`src/hdl/rita_pkg.sv`:
```
package rita_pkg;

  // default used width of the input value
  localparam int unsigned VALUE_BITS_DEF = 64;

  // digit store geometry
  localparam int unsigned DIGITS_MAX = 64;
  localparam int unsigned DIGIT_W    = 6;
  localparam int unsigned IDX_W      = $clog2(DIGITS_MAX);
  localparam int unsigned COUNT_W    = IDX_W + 1;

  // field widths
  localparam int unsigned IN_VALUE_W = 64;
  localparam int unsigned RADIX_W    = 6;
  localparam int unsigned CHAR_W     = 8;

  // radix limits
  localparam logic [RADIX_W-1:0] RADIX_MIN = RADIX_W'(2);
  localparam logic [RADIX_W-1:0] RADIX_MAX = RADIX_W'(36);

  // character constants
  localparam logic [CHAR_W-1:0] CHAR_ZERO  = 8'h30;
  localparam logic [CHAR_W-1:0] CHAR_LOWER = 8'h61;
  localparam logic [CHAR_W-1:0] CHAR_UPPER = 8'h41;
  localparam logic [DIGIT_W-1:0] DIGIT_TEN = DIGIT_W'(10);

  // control sequencer states
  typedef enum logic [2:0] {
    ST_IDLE,
    ST_DIV,
    ST_RD,
    ST_LOAD,
    ST_OUT
  } rita_state_t;

  // divider status seen by the sequencer
  typedef struct packed {
    logic               done;
    logic [DIGIT_W-1:0] remainder;
  } div_status_t;

  // digit value to ascii character
  function automatic logic [CHAR_W-1:0] digit_to_char(input logic [DIGIT_W-1:0] d,
                                                      input logic upper);
    logic [CHAR_W-1:0] base_char;
    base_char = upper ? CHAR_UPPER : CHAR_LOWER;
    if (d >= DIGIT_TEN) begin
      return base_char + CHAR_W'(d - DIGIT_TEN);
    end
    return CHAR_ZERO + CHAR_W'(d);
  endfunction

endpackage

```
`src/hdl/radix_integer_to_ascii.sv`:
```
// Each digit comes from the bit-serial divider, one quotient bit per cycle; then each digit is
// read back from the digit store and handed out through the read, load and output states.
// Throughput: one value at a time; a new value is not taken until its last digit is out.
// The input is stalled from acceptance until the last digit has been transferred.
// Reset (synchronous, active low) clears the sequencer, digit count and output valid;
// the digit store is not cleared.
module radix_integer_to_ascii
  import rita_pkg::*;
  #(parameter int unsigned VALUE_BITS = VALUE_BITS_DEF)
  (input  logic                  clk,
   input  logic                  rst_n,
   input  logic                  in_valid,
   output logic                  in_stall,
   input  logic [IN_VALUE_W-1:0] in_value,
   input  logic [RADIX_W-1:0]    in_radix,
   input  logic                  in_upper_case,
   output logic                  out_valid,
   input  logic                  out_stall,
   output logic [CHAR_W-1:0]     out_digit_char,
   output logic                  out_last_digit);

  rita_state_t state_r, state_nxt;

  logic [COUNT_W-1:0]    cnt_r, cnt_nxt;
  logic [IDX_W-1:0]      idx_r, idx_nxt;
  logic [RADIX_W-1:0]    radix_r, radix_nxt;
  logic                  upper_r, upper_nxt;
  logic                  out_valid_r, out_valid_nxt;
  logic [CHAR_W-1:0]     out_char_r, out_char_nxt;
  logic                  out_last_r, out_last_nxt;

  logic                  div_start;
  logic [VALUE_BITS-1:0] div_dividend;
  logic [VALUE_BITS-1:0] div_quotient;
  div_status_t           div_status;
  logic                  store_we;
  logic [DIGIT_W-1:0]    store_rd_data;
  logic [RADIX_W-1:0]    radix_sat;

  // saturate the base to the supported range
  always_comb begin
    priority if (in_radix < RADIX_MIN) begin
      radix_sat = RADIX_MIN;
    end else if (in_radix > RADIX_MAX) begin
      radix_sat = RADIX_MAX;
    end else begin
      radix_sat = in_radix;
    end
  end

  // first division takes the input, later ones the previous quotient
  assign div_dividend = (state_r == ST_IDLE) ? in_value[VALUE_BITS-1:0] : div_quotient;

  rita_divider #(.VALUE_BITS(VALUE_BITS)) u_divider (
    .clk      (clk),
    .rst_n    (rst_n),
    .start    (div_start),
    .dividend (div_dividend),
    .divisor  (state_r == ST_IDLE ? radix_sat : radix_r),
    .quotient (div_quotient),
    .status   (div_status)
  );

  rita_ram #(.WIDTH(DIGIT_W), .DEPTH(DIGITS_MAX)) u_digit_store (
    .clk     (clk),
    .wr_en   (store_we),
    .wr_addr (cnt_r[IDX_W-1:0]),
    .wr_data (div_status.remainder),
    .rd_addr (idx_r),
    .rd_data (store_rd_data)
  );

  // sequencer: divide into the store, then read back most significant first
  always_comb begin
    state_nxt     = state_r;
    cnt_nxt       = cnt_r;
    idx_nxt       = idx_r;
    radix_nxt     = radix_r;
    upper_nxt     = upper_r;
    out_valid_nxt = out_valid_r;
    out_char_nxt  = out_char_r;
    out_last_nxt  = out_last_r;
    div_start     = 1'b0;
    store_we      = 1'b0;
    unique case (state_r)
      ST_IDLE: begin
        if (in_valid) begin
          radix_nxt = radix_sat;
          upper_nxt = in_upper_case;
          cnt_nxt   = '0;
          div_start = 1'b1;
          state_nxt = ST_DIV;
        end
      end
      ST_DIV: begin
        if (div_status.done) begin
          store_we = 1'b1;
          cnt_nxt  = cnt_r + COUNT_W'(1);
          if (div_quotient != '0 && cnt_r < COUNT_W'(DIGITS_MAX - 1)) begin
            div_start = 1'b1;
          end else begin
            idx_nxt   = cnt_r[IDX_W-1:0];
            state_nxt = ST_RD;
          end
        end
      end
      ST_RD: begin
        state_nxt = ST_LOAD;
      end
      ST_LOAD: begin
        out_valid_nxt = 1'b1;
        out_char_nxt  = digit_to_char(store_rd_data, upper_r);
        out_last_nxt  = (idx_r == '0);
        state_nxt     = ST_OUT;
      end
      ST_OUT: begin
        if (!out_stall) begin
          out_valid_nxt = 1'b0;
          if (idx_r == '0) begin
            state_nxt = ST_IDLE;
          end else begin
            idx_nxt   = idx_r - IDX_W'(1);
            state_nxt = ST_RD;
          end
        end
      end
      default: begin
        state_nxt = ST_IDLE;
      end
    endcase
  end

  // control registers
  always_ff @(posedge clk) begin
    if (!rst_n) begin
      state_r     <= ST_IDLE;
      cnt_r       <= '0;
      out_valid_r <= 1'b0;
    end else begin
      state_r     <= state_nxt;
      cnt_r       <= cnt_nxt;
      out_valid_r <= out_valid_nxt;
    end
  end

  // payload registers
  always_ff @(posedge clk) begin
    idx_r      <= idx_nxt;
    radix_r    <= radix_nxt;
    upper_r    <= upper_nxt;
    out_char_r <= out_char_nxt;
    out_last_r <= out_last_nxt;
  end

  assign in_stall       = (state_r != ST_IDLE);
  assign out_valid      = out_valid_r;
  assign out_digit_char = out_char_r;
  assign out_last_digit = out_last_r;

endmodule

```
`src/hdl/rita_ram.sv`:
```
module rita_ram
  #(parameter int unsigned WIDTH = 8,
    parameter int unsigned DEPTH = 64)
  (input  logic                     clk,
   input  logic                     wr_en,
   input  logic [$clog2(DEPTH)-1:0] wr_addr,
   input  logic [WIDTH-1:0]         wr_data,
   input  logic [$clog2(DEPTH)-1:0] rd_addr,
   output logic [WIDTH-1:0]         rd_data);

  logic [WIDTH-1:0] mem [DEPTH];
  logic [WIDTH-1:0] rd_data_r;

  // one write port, one registered read port
  always_ff @(posedge clk) begin
    if (wr_en) begin
      mem[wr_addr] <= wr_data;
    end
    rd_data_r <= mem[rd_addr];
  end

  assign rd_data = rd_data_r;

endmodule

```
`src/hdl/rita_divider.sv`:
```
module rita_divider
  import rita_pkg::*;
  #(parameter int unsigned VALUE_BITS = VALUE_BITS_DEF)
  (input  logic                  clk,
   input  logic                  rst_n,
   input  logic                  start,
   input  logic [VALUE_BITS-1:0] dividend,
   input  logic [RADIX_W-1:0]    divisor,
   output logic [VALUE_BITS-1:0] quotient,
   output div_status_t           status);

  localparam int unsigned CNT_W = $clog2(VALUE_BITS);

  logic [VALUE_BITS-1:0] quo_r, quo_nxt;
  logic [DIGIT_W-1:0]    rem_r, rem_nxt;
  logic [CNT_W-1:0]      cnt_r, cnt_nxt;
  logic                  busy_r, busy_nxt;
  logic                  done_r, done_nxt;
  logic [DIGIT_W:0]      trial;
  logic                  fits;

  // one restoring step: bring down the next dividend bit
  assign trial = {rem_r, quo_r[VALUE_BITS-1]};
  assign fits  = trial >= {1'b0, divisor};

  always_comb begin
    quo_nxt  = quo_r;
    rem_nxt  = rem_r;
    cnt_nxt  = cnt_r;
    busy_nxt = busy_r;
    done_nxt = 1'b0;
    if (start) begin
      quo_nxt  = dividend;
      rem_nxt  = '0;
      cnt_nxt  = CNT_W'(VALUE_BITS - 1);
      busy_nxt = 1'b1;
    end else if (busy_r) begin
      quo_nxt = {quo_r[VALUE_BITS-2:0], fits};
      rem_nxt = fits ? DIGIT_W'(trial - {1'b0, divisor}) : DIGIT_W'(trial);
      cnt_nxt = cnt_r - CNT_W'(1);
      if (cnt_r == '0) begin
        busy_nxt = 1'b0;
        done_nxt = 1'b1;
      end
    end
  end

  // control registers
  always_ff @(posedge clk) begin
    if (!rst_n) begin
      busy_r <= 1'b0;
      done_r <= 1'b0;
    end else begin
      busy_r <= busy_nxt;
      done_r <= done_nxt;
    end
  end

  // datapath registers
  always_ff @(posedge clk) begin
    quo_r <= quo_nxt;
    rem_r <= rem_nxt;
    cnt_r <= cnt_nxt;
  end

  assign quotient         = quo_r;
  assign status.done      = done_r;
  assign status.remainder = rem_r;

endmodule

```
`config.mk`:
```
export PLATFORM = sky130hd
export DESIGN_NAME = radix_integer_to_ascii
export DESIGN_NICKNAME = d
export VERILOG_FILES = /design/src/hdl/rita_pkg.sv /design/src/hdl/radix_integer_to_ascii.sv /design/src/hdl/rita_ram.sv /design/src/hdl/rita_divider.sv
export SDC_FILE = /design/constraint.sdc
export NUM_CORES = 1
export LEC_CHECK = 0
export BUFFER_PORTS_ARGS = -buffer_cell sky130_fd_sc_hd__buf_2
export CORE_MARGIN = 5
export CORE_UTILIZATION = 51
export DETAILED_ROUTE_END_ITERATION = 12
export PLACE_DENSITY = 0.68
export SYNTH_ARGS = -nofsm -noshare
export SYNTH_HDL_FRONTEND = slang
export SYNTH_SLANG_ARGS = --single-unit
```
`constraint.sdc`:
```
create_clock -name clk -period 6.3 [get_ports clk]
set_input_delay 0.315 -clock clk [delete_from_list [all_inputs] [get_ports clk]]
set_output_delay 0.315 -clock clk [all_outputs]
set_load 0.005 [all_outputs]
```
==> run_results.csv, run 1 <==
group,metric,value,unit
clock_network,htree_levels,2,
sta,setup_viol,0,
clock_network,cts_tree,"done",
setup_path,cp-start-kind,"flip-flop",
global_route,grt_pass1_vias,10731,
sta,fmax,0.3212,GHz
pwr,vdd_drop_max,0.2651,mV
global_route,use_met1,26.40,%
pwr,power_density,368.5,nW/um^2
global_route,use_met3,4.025,%
floorplan,start_util,51.76,%
synthesis,synth-edff-count,470,
placement,finalWeightedCongestion,0.7752,
flow_run,cap_viol_max_count,0,
sta,relSlewSlack,21.29,%
synthesis,synthArstFlopShare,0,%
route,via_count,10577,
setup_path,critPathSlowestCell,"dfxtp_2",
global_route,grt_remaining_overflow,0,
sta,whs,32.25,ps
pwr,leakage,7.587,nW
route,wl,41610,microns
sta,setup_ws,3186,ps
global_route,grt_pass1_wl,63560,microns
floorplan,rows,73,
route,firstDrtPassIters,5,
global_route,grt.busiest_layer,"met2",
placement,dp.final_hpwl,25720,microns
synthesis,yosys_register_bits,501,
route,first_iter_violations,883,
sta,rsz0062_at_grt,"false",
synthesis,ys_seq_area_share,71.48,%
clock_network,clock_sinks,501,
sta,setup_tns,0,ps
synthesis,netlist_area,20610,sq um
synthesis,yosysWarnings,0,
sta,hold_violations,0,
sta,tightest_slew,1181,ps
finish,nNetsFinal,1349,
global_route,grt_use_met2,29.76,%
finish,multi_input_area,5525,sq um
global_route,antenna_found_initial,2,
clock_network,cts.clk_slew.worst_paths,60,ps
finish,regArea,14740,sq um
pwr,total_power,8.501,mW
route,wl_per_cell,22.84,microns
route,vias_per_cell,5.805,
setup_path,arrival,3600,ps
setup_path,worstSetupPathType,"reg -> reg",
floorplan,core-area,39820,sq um
placement,dp.cells,1726,
floorplan,die_w,211.0,microns
setup_path,path_buf_inv,0,
setup_path,crit_top_cell,"a211oi_1",
clock_network,cts_root_buf,"clkbuf_16",
setup_path,max_stage_delay,1110,ps
finish,mostFrequentLayoutCell,"edfxtp_1",
hold_path,hp-class,"in -> reg",
route,drc_errors,0,
clock_network,clockBufferDepth,3,
global_route,grt_max_degree,98,
synthesis,netlist-cell-type-count,55,
outcome,status,"finished, final reports clean",
setup_path,path_cells,"ha_1 -> a21o_1 -> a211oi_1 -> o21a_1 -> mux2_2 -> a211oi_1",
floorplan,die_area,44540,sq um
setup_path,critPathTopFamily,"flip-flops",
finish,area_delta_synth_final,11.90,%
global_route,grt_util_all_layers,18.59,%
setup_path,cp_data_required_time,6790,ps
route,antenna_left,0,
finish,fin_cells,1822,
sta,slew_viol_final,0,
clock_network,clk_latency,580,ps
finish,drive_above_1_share,26.31,%
placement,port_buffers,85,
sta,min_period,3114,ps
floorplan,io_pins,86,
finish,stdcell_area,23070,sq um
finish,mostFrequentLayoutCells,"470 x edfxtp_1, 109 x nor2_1, 97 x mux4_2",
sta,skew,20.12,ps
synthesis,synth_ff_type,"edfxtp_1",
synthesis,syn-num-nets,1260,
synthesis,synth_cells,1166,
clock_network,postCtsResizedCells,0,
placement,placed_area,21540,sq um
setup_path,crit_path_end_kind,"flip-flop",
clock_network,cts_buffers,50,
finish,nFillCells,3040,
placement,dp_slack,3158,ps
setup_path,cp_max_fo,67,
synthesis,synth_area_per_cell,17.68,sq um
finish,final_util,57.92,%
floorplan,die_h,211.0,microns
sta,timing.final.crit_share,49.42,%
-- state kept, by name (all words and copies together) (netlist names) --
register               cells
u_digit_store.rd_data      6
u_digit_store.mem        384
radix_r                    6
u_divider.rem_r            6
u_divider.quotient        64
u_divider.done_r           1
cnt_r                      7
u_divider.busy_r           1
out_last_digit             1
u_divider.cnt_r            6
state_r                    3
out_valid                  1
idx_r                      6
out_digit_char             8
upper_r                    1
-- Yosys cell counts, drive strengths merged (2+ instances only) --
| library cell | number | area share, % |
|---|---|---|
| dfxtp | 31 | 3.0 |
| o211ai | 3 | 0.11 |
| nand4 | 8 | 0.24 |
| and2 | 4 | 0.12 |
| edfxtp | 470 | 68 |
| buf | 29 | 0.75 |
| nand2b | 13 | 0.39 |
| o211a | 2 | 0.097 |
| a31oi | 4 | 0.12 |
| nor3 | 10 | 0.24 |
| clkbuf | 35 | 0.64 |
| xnor2 | 17 | 0.72 |
| ha | 18 | 1.1 |
| a21o | 3 | 0.11 |
| inv | 19 | 0.35 |
| a22oi | 23 | 0.84 |
| o21a | 3 | 0.11 |
| mux2i | 13 | 0.63 |
| nor4 | 17 | 0.59 |
| a21oi | 27 | 0.66 |
| nand2 | 38 | 0.69 |
| o31ai | 7 | 0.32 |
| a211oi | 7 | 0.25 |
| nor3b | 3 | 0.11 |
| nor2b | 7 | 0.21 |
| xor2 | 10 | 0.42 |
| nor4b | 2 | 0.085 |
| nand3b | 6 | 0.22 |
| mux2 | 66 | 3.7 |
| o22ai | 20 | 0.61 |
| or3 | 2 | 0.061 |
| nand4b | 2 | 0.085 |
| nor2 | 109 | 2.0 |
| or2 | 3 | 0.091 |
| o21ai | 14 | 0.34 |
| mux4 | 97 | 11 |
| a21boi | 4 | 0.15 |
| nand3 | 10 | 0.27 |
| or4b | 2 | 0.097 |
-- layout make-up --
class / count / share of cell area, %
Clock inverter: 21 / 0.5641
Inverter: 19 / 0.3092
Antenna cell: 1 / 0.01085
Tap cell: 525 / 2.848
Timing Repair Buffer: 101 / 2.441
Sequential cell: 501 / 63.91
Clock buffer: 72 / 5.961
Multi-Input combinational cell: 582 / 23.95
-- cell families (layout without fill, tap and decap cells) --
family	Yosys count	in the layout	synth area share [%]
XOR/XNOR	27	27	1.147
AO/OA/AOI/OAI	120	120	3.842
multiplexers	176	176	14.93
flip-flops	501	501	71.48
AND/OR/NAND/NOR	239	239	5.639
buffers and inverters	83	213	1.730
other	0	1	0
adder cells (fa/ha/maj)	20	20	1.238
-- final timing paths --
check | from | end | slack [ps] | depth (start not counted)
worst min register to register | u_divider.cnt_r[5]$_SDFFE_PP1P_ | u_divider.cnt_r[5]$_SDFFE_PP1P_ | 510 | 2
worst min-delay path | in_value[25] | u_divider.quotient[25]$_DFFE_PP_ | 30 | 2
worst max register to register | u_divider.rem_r[3]$_SDFFE_PP0P_ | u_divider.rem_r[0]$_SDFFE_PP0P_ | 3190 | 6
worst max-delay path | u_divider.rem_r[3]$_SDFFE_PP0P_ | u_divider.rem_r[0]$_SDFFE_PP0P_ | 3190 | 6
-- per-layer routing --
layer / wire (microns) / vias up
li1: - / 4813
met1: 17890 / 5399
met2: 20500 / 311
met3: 2470 / 54
met4: 758 / 0
met5: 0 / -
-- timing repair --
action	4_1_cts	5_1_grt
hold endpoints to repair	2	0
hold buffers	2	0
buffers inserted	0	0
-- power by group --
group	total, mW	internal [mW]	switching (mW)	leakage [nW]
logic	1.24	0.515	0.723	2.26
clock network	2.75	1.56	1.20	0.736
registers	4.51	4.30	0.208	4.59
total	8.50	6.37	2.13	7.59
Power figures use the tool's default switching activity.
==> run 2, diff against run 1 <==
==> constraint.sdc (replaced) <==
create_clock -name clk -period 2.9 [get_ports clk]
set_input_delay 0.145 -clock clk [delete_from_list [all_inputs] [get_ports clk]]
set_output_delay 0.145 -clock clk [all_outputs]
set_load 0.005 [all_outputs]
==> run_results.csv, run 2 (synthesized netlist as in run 1, its figures left out) <==
group,metric,value,unit
placement,dp.final_hpwl,27130,microns
finish,nNetsFinal,1491,
clock_network,cts_tree,"done",
floorplan,core-area,39820,sq um
hold_path,hp-class,"in -> reg",
sta,fmax,0.3764,GHz
setup_path,rr_startpoint,"state_r[2]$_SDFFE_PN0P_",
clock_network,cts_buffers,50,
placement,dp_slack,96.13,ps
route,wl_per_cell,22.60,microns
clock_network,post_cts.repair.setup_buffers,0,
pwr,leakage,8.334,nW
placement,dp.cells,1795,
clock_network,cts_root_buf,"clkbuf_16",
clock_network,cts.clk_slew.worst_paths,60,ps
finish,diodes,0,
setup_path,rr_endpoint,"u_divider.rem_r[5]$_SDFFE_PP0P_",
route,firstDrtPassIters,5,
global_route,grt_max_degree,79,
setup_path,rrSetupSlack,240,ps
placement,port_buffers,85,
floorplan,start_util,51.76,%
clock_network,htree_levels,2,
sta,timing.final.crit_share,91.61,%
global_route,antenna_found_initial,0,
setup_path,startpoint,"state_r[2]$_SDFFE_PN0P_",
clock_network,clock_sinks,501,
sta,skew,18.01,ps
finish,regMostFlops,"u_digit_store.mem",
finish,fin_cells,1964,
hold_path,hold_depth,2,
finish,largest_reg_flops,384,
setup_path,cp_max_fo,9,
global_route,grt_pass1_vias,11631,
global_route,grt_util_all_layers,20.08,%
setup_path,cp-start-kind,"flip-flop",
route,vias_per_cell,5.738,
floorplan,io_pins,86,
route,first_iter_violations,921,
pwr,power_density,777.6,nW/um^2
floorplan,die_h,211.0,microns
pwr,vdd_drop_max,0.7189,mV
setup_path,reg2regPathDepth,8,
finish,mostFrequentLayoutCells,"470 x edfxtp_1, 109 x nor2_1, 97 x mux4_2",
sta,rsz0062_at_grt,"false",
route,wl,44380,microns
flow_run,cap_viol_max_count,0,
route,via_count,11269,
sta,tightest_slew,1018,ps
sta,min_period,2657,ps
sta,hold_violations,0,
floorplan,die_w,211.0,microns
sta,setup_viol,0,
floorplan,rows,73,
sta,setup_ws,243.4,ps
finish,drive_above_1_share,29.26,%
placement,finalWeightedCongestion,0.8272,
floorplan,die_area,44540,sq um
hold_path,hold_start,"in_upper_case",
route,drc_errors,0,
clock_network,clk_latency,590,ps
setup_path,arrival,3160,ps
finish,mostFrequentLayoutCell,"edfxtp_1",
hold_path,hold_path_end,"upper_r$_DFFE_PP_",
finish,area_delta_synth_final,18.83,%
setup_path,crit_path_end_kind,"flip-flop",
route,antenna_left,0,
global_route,grt_remaining_overflow,0,
sta,relSlewSlack,31.59,%
global_route,grt_pass1_wl,68220,microns
setup_path,cp_data_required_time,3400,ps
setup_path,worstSetupPathType,"reg -> reg",
outcome,status,"finished, final reports clean",
sta,setup_tns,0,ps
clock_network,clockBufferDepth,3,
sta,slew_viol_final,0,
## run 2: final cells by class
class / instances / area (sq um)
Multi-Input combinational cell: 582 / 5534
Tap cell: 525 / 656.9
Inverter: 19 / 71.32
Sequential cell: 501 / 14740
Clock buffer: 63 / 1341
Fill cell: 2853 / 15330
Clock inverter: 31 / 251.5
Timing Repair Buffer: 243 / 1899
## run 2: worst max-delay path, stage by stage (launching register included)
cell      delay [ps]
dfxtp_1          320
or3_4            460
mux2i_2          240
ha_1             270
nor2b_1          150
o31a_1           270
or4b_1           480
a41o_1           190
a211oi_1         190
## run 2: repair_timing
item                       in CTS  in global routing
hold endpoints to repair       84                  0
setup endpoints to repair       0                  4
resized for setup               0                  2
hold buffers                   75                  0
## run 2: worst max path at each step
stage	to	slack, ps	cells past startpoint
after CTS	u_divider.rem_r[5]$_SDFFE_PP0P_	80	8
after detailed placement	u_divider.rem_r[5]$_SDFFE_PP0P_	100	8
after global routing	u_divider.rem_r[5]$_SDFFE_PP0P_	90	9
final	u_divider.rem_r[5]$_SDFFE_PP0P_	240	8
after floorplan	u_divider.rem_r[0]$_SDFFE_PP0P_	20	11
after global placement	u_divider.rem_r[5]$_SDFFE_PP0P_	200	8
## run 2: metal layers
layer | GRT usage (%) | share of wire, % | up-vias
met5 | 0 | 0 | -
met4 | 5.433 | 2.3 | 0
met3 | 3.936 | 5.8 | 75
met2 | 32.80 | 50 | 358
met1 | 28.08 | 42 | 5735
li1 | - | - | 5101
## run 2: through the flow
step	util [%]	power (mW)	instance area, sq um	hold slack [ps]
after detailed placement	55.61	12.81	22140	331.3
after global placement	55.61	12.70	22140	331.9
after floorplan	-	11.81	20620	243.9
after CTS	61.49	19.13	24490	248.5
after global routing	61.51	19.84	24500	302.9
final	61.51	19.05	24500	315.1
## run 2: power by group
group          internal, mW  switching, mW  total (mW)
sequential             9.34          0.362        9.70
combinational          1.29           1.81        3.10
clock                  3.57           2.68        6.25
total                  14.2           4.86        19.0
==> run 3, diff against run 2 <==
--- a/config.mk
+++ b/config.mk
@@ -9,7 +9,10 @@
 export CORE_MARGIN = 5
 export CORE_UTILIZATION = 51
 export DETAILED_ROUTE_END_ITERATION = 12
+export HOLD_SLACK_MARGIN = 0.05
+export MAX_ROUTING_LAYER = met4
 export PLACE_DENSITY = 0.68
+export SLEW_MARGIN = 20
 export SYNTH_ARGS = -nofsm -noshare
 export SYNTH_HDL_FRONTEND = slang
 export SYNTH_SLANG_ARGS = --single-unit
==> run_results.csv, run 3 (synthesized netlist as in run 1, its figures left out) <==
group,metric,value,unit
placement,finalWeightedCongestion,0.8419,
finish,stdcell_area,24510,sq um
global_route,grt_pass1_wl,68300,microns
clock_network,htree_levels,2,
sta,whs,323.4,ps
pwr,seqPwrFrac,50.9,%
finish,area_delta_synth_final,18.88,%
route,wl_per_cell,22.67,microns
setup_path,worstSetupPathType,"reg -> reg",
setup_path,crit_top_cell,"a211oi_1",
finish,nNetsFinal,1492,
sta,relSlewSlack,33.70,%
global_route,grt_max_degree,79,
setup_path,critPathSlowestCell,"or3_4",
route,wl,44550,microns
pwr,clkPwrFrac,32.8,%
floorplan,start_util,51.76,%
sta,setup_viol,0,
finish,nFillCells,2851,
finish,drive_above_1_share,29.24,%
sta,setup_ws,242.0,ps
floorplan,die_area,44540,sq um
route,firstDrtPassIters,7,
floorplan,die_w,211.0,microns
route,vias_per_cell,5.733,
route,drc_errors,0,
setup_path,critPathTopFamily,"compound AO/OA/AOI/OAI gates",
global_route,grt_remaining_overflow,0,
setup_path,arrival,3160,ps
finish,mostFrequentLayoutCell,"edfxtp_1",
pwr,p_sw_share,25.51,%
clock_network,cts_buffers,50,
hold_path,hp-class,"in -> reg",
finish,diodes,0,
clock_network,clk_latency,590,ps
sta,tightest_slew,986.1,ps
floorplan,core-area,39820,sq um
route,first_iter_violations,859,
placement,dp.final_hpwl,27130,microns
global_route,antenna_found_initial,0,
setup_path,cp_data_required_time,3400,ps
finish,regMostFlops,"u_digit_store.mem",
clock_network,cts.clk_slew.worst_paths,60,ps
clock_network,cts_tree,"done",
floorplan,die_h,211.0,microns
placement,placed_area,22140,sq um
sta,hold_violations,0,
sta,slew_viol_final,0,
flow_run,cap_viol_max_count,0,
sta,min_period,2658,ps
global_route,grt_pass1_vias,11638,
sta,setup_tns,0,ps
pwr,vdd_drop_max,0.7222,mV
route,via_count,11266,
clock_network,post_cts.repair.setup_buffers,0,
setup_path,path_buf_inv,0,
pwr,power_switching,4.861,mW
sta,fmax,0.3762,GHz
setup_path,path_cells,"or3_4 -> mux2i_1 -> ha_1 -> a21o_1 -> a211oi_1 -> o21a_1 -> mux2_2 -> a211oi_1",
setup_path,crit_path_end_kind,"flip-flop",
global_route,grt_util_all_layers,20.71,%
pwr,power_density,777.5,nW/um^2
placement,port_buffers,85,
setup_path,cp_max_fo,9,
finish,largest_reg_flops,384,
pwr,p_int,14.19,mW
setup_path,max_stage_delay,460,ps
clock_network,clockBufferDepth,3,
sta,timing.final.crit_share,91.65,%
sta,rsz0062_at_grt,"false",
setup_path,cp-start-kind,"flip-flop",
floorplan,io_pins,86,
route,antenna_left,0,
clock_network,cts_root_buf,"clkbuf_16",
finish,mostFrequentLayoutCells,"470 x edfxtp_1, 109 x nor2_1, 97 x mux4_2",
floorplan,rows,73,
sta,skew,17.23,ps
outcome,status,"finished, final reports clean",
pwr,comb_power_share,16.3,%
placement,dp_slack,96.13,ps
pwr,leakage,8.339,nW
clock_network,clock_sinks,501,
-- run 3: worst paths after layout --
path	to	slack (ps)	depth (start not counted)	start
max	u_divider.rem_r[0]$_SDFFE_PP0P_	240	8	state_r[2]$_SDFFE_PN0P_
min	upper_r$_DFFE_PP_	320	2	in_upper_case
max reg2reg	u_divider.rem_r[0]$_SDFFE_PP0P_	240	8	state_r[2]$_SDFFE_PN0P_
min reg2reg	u_divider.cnt_r[5]$_SDFFE_PP1P_	500	2	u_divider.cnt_r[5]$_SDFFE_PP1P_
-- run 3: cell type report --
class	instances	area [sq um]	share of cell area, %
clock buffers	63	1341	5.473
clock inverters	31	251.5	1.026
inverters	19	71.32	0.2910
multi-input cells	582	5534	22.58
flip-flops and latches	501	14740	60.16
well taps	525	656.9	2.680
repair buffers	244	1909	7.791
-- run 3: power groups by stage --
stage / registers, mW / logic, mW / clock network [mW]
finish: 9.70 / 3.11 / 6.25
global route: 9.77 / 3.39 / 6.69
floorplan: 9.98 / 1.83 / 0
CTS: 9.68 / 3.09 / 6.36
global placement: 9.82 / 2.89 / 0
detailed placement: 9.82 / 2.99 / 0
-- run 3: per-stage QoR --
| stage | instances | util (%) | power (mW) |
|---|---|---|---|
| 3_5_place_dp | 1795 | 55.61 | 12.81 |
| 2_1_floorplan | 1166 | - | 11.81 |
| 3_3_place_gp | 1795 | 55.61 | 12.70 |
| 6_report | 1965 | 61.54 | 19.05 |
| 5_1_grt | 1965 | 61.54 | 19.85 |
| 4_1_cts | 1965 | 61.52 | 19.13 |
-- run 3: layer usage --
layer	vias up	GRT usage (%)	wire length, microns
li1	5107	-	-
met2	367	32.62	22000
met5	-	-	0
met4	0	5.433	1001
met3	72	3.832	2702
met1	5720	28.37	18850
-- run 3: what timing repair did --
action,4_1_cts,5_1_grt
hold buffers,76,0
gates resized for setup,0,2
hold endpoints to repair,84,0
setup endpoints to repair,0,5
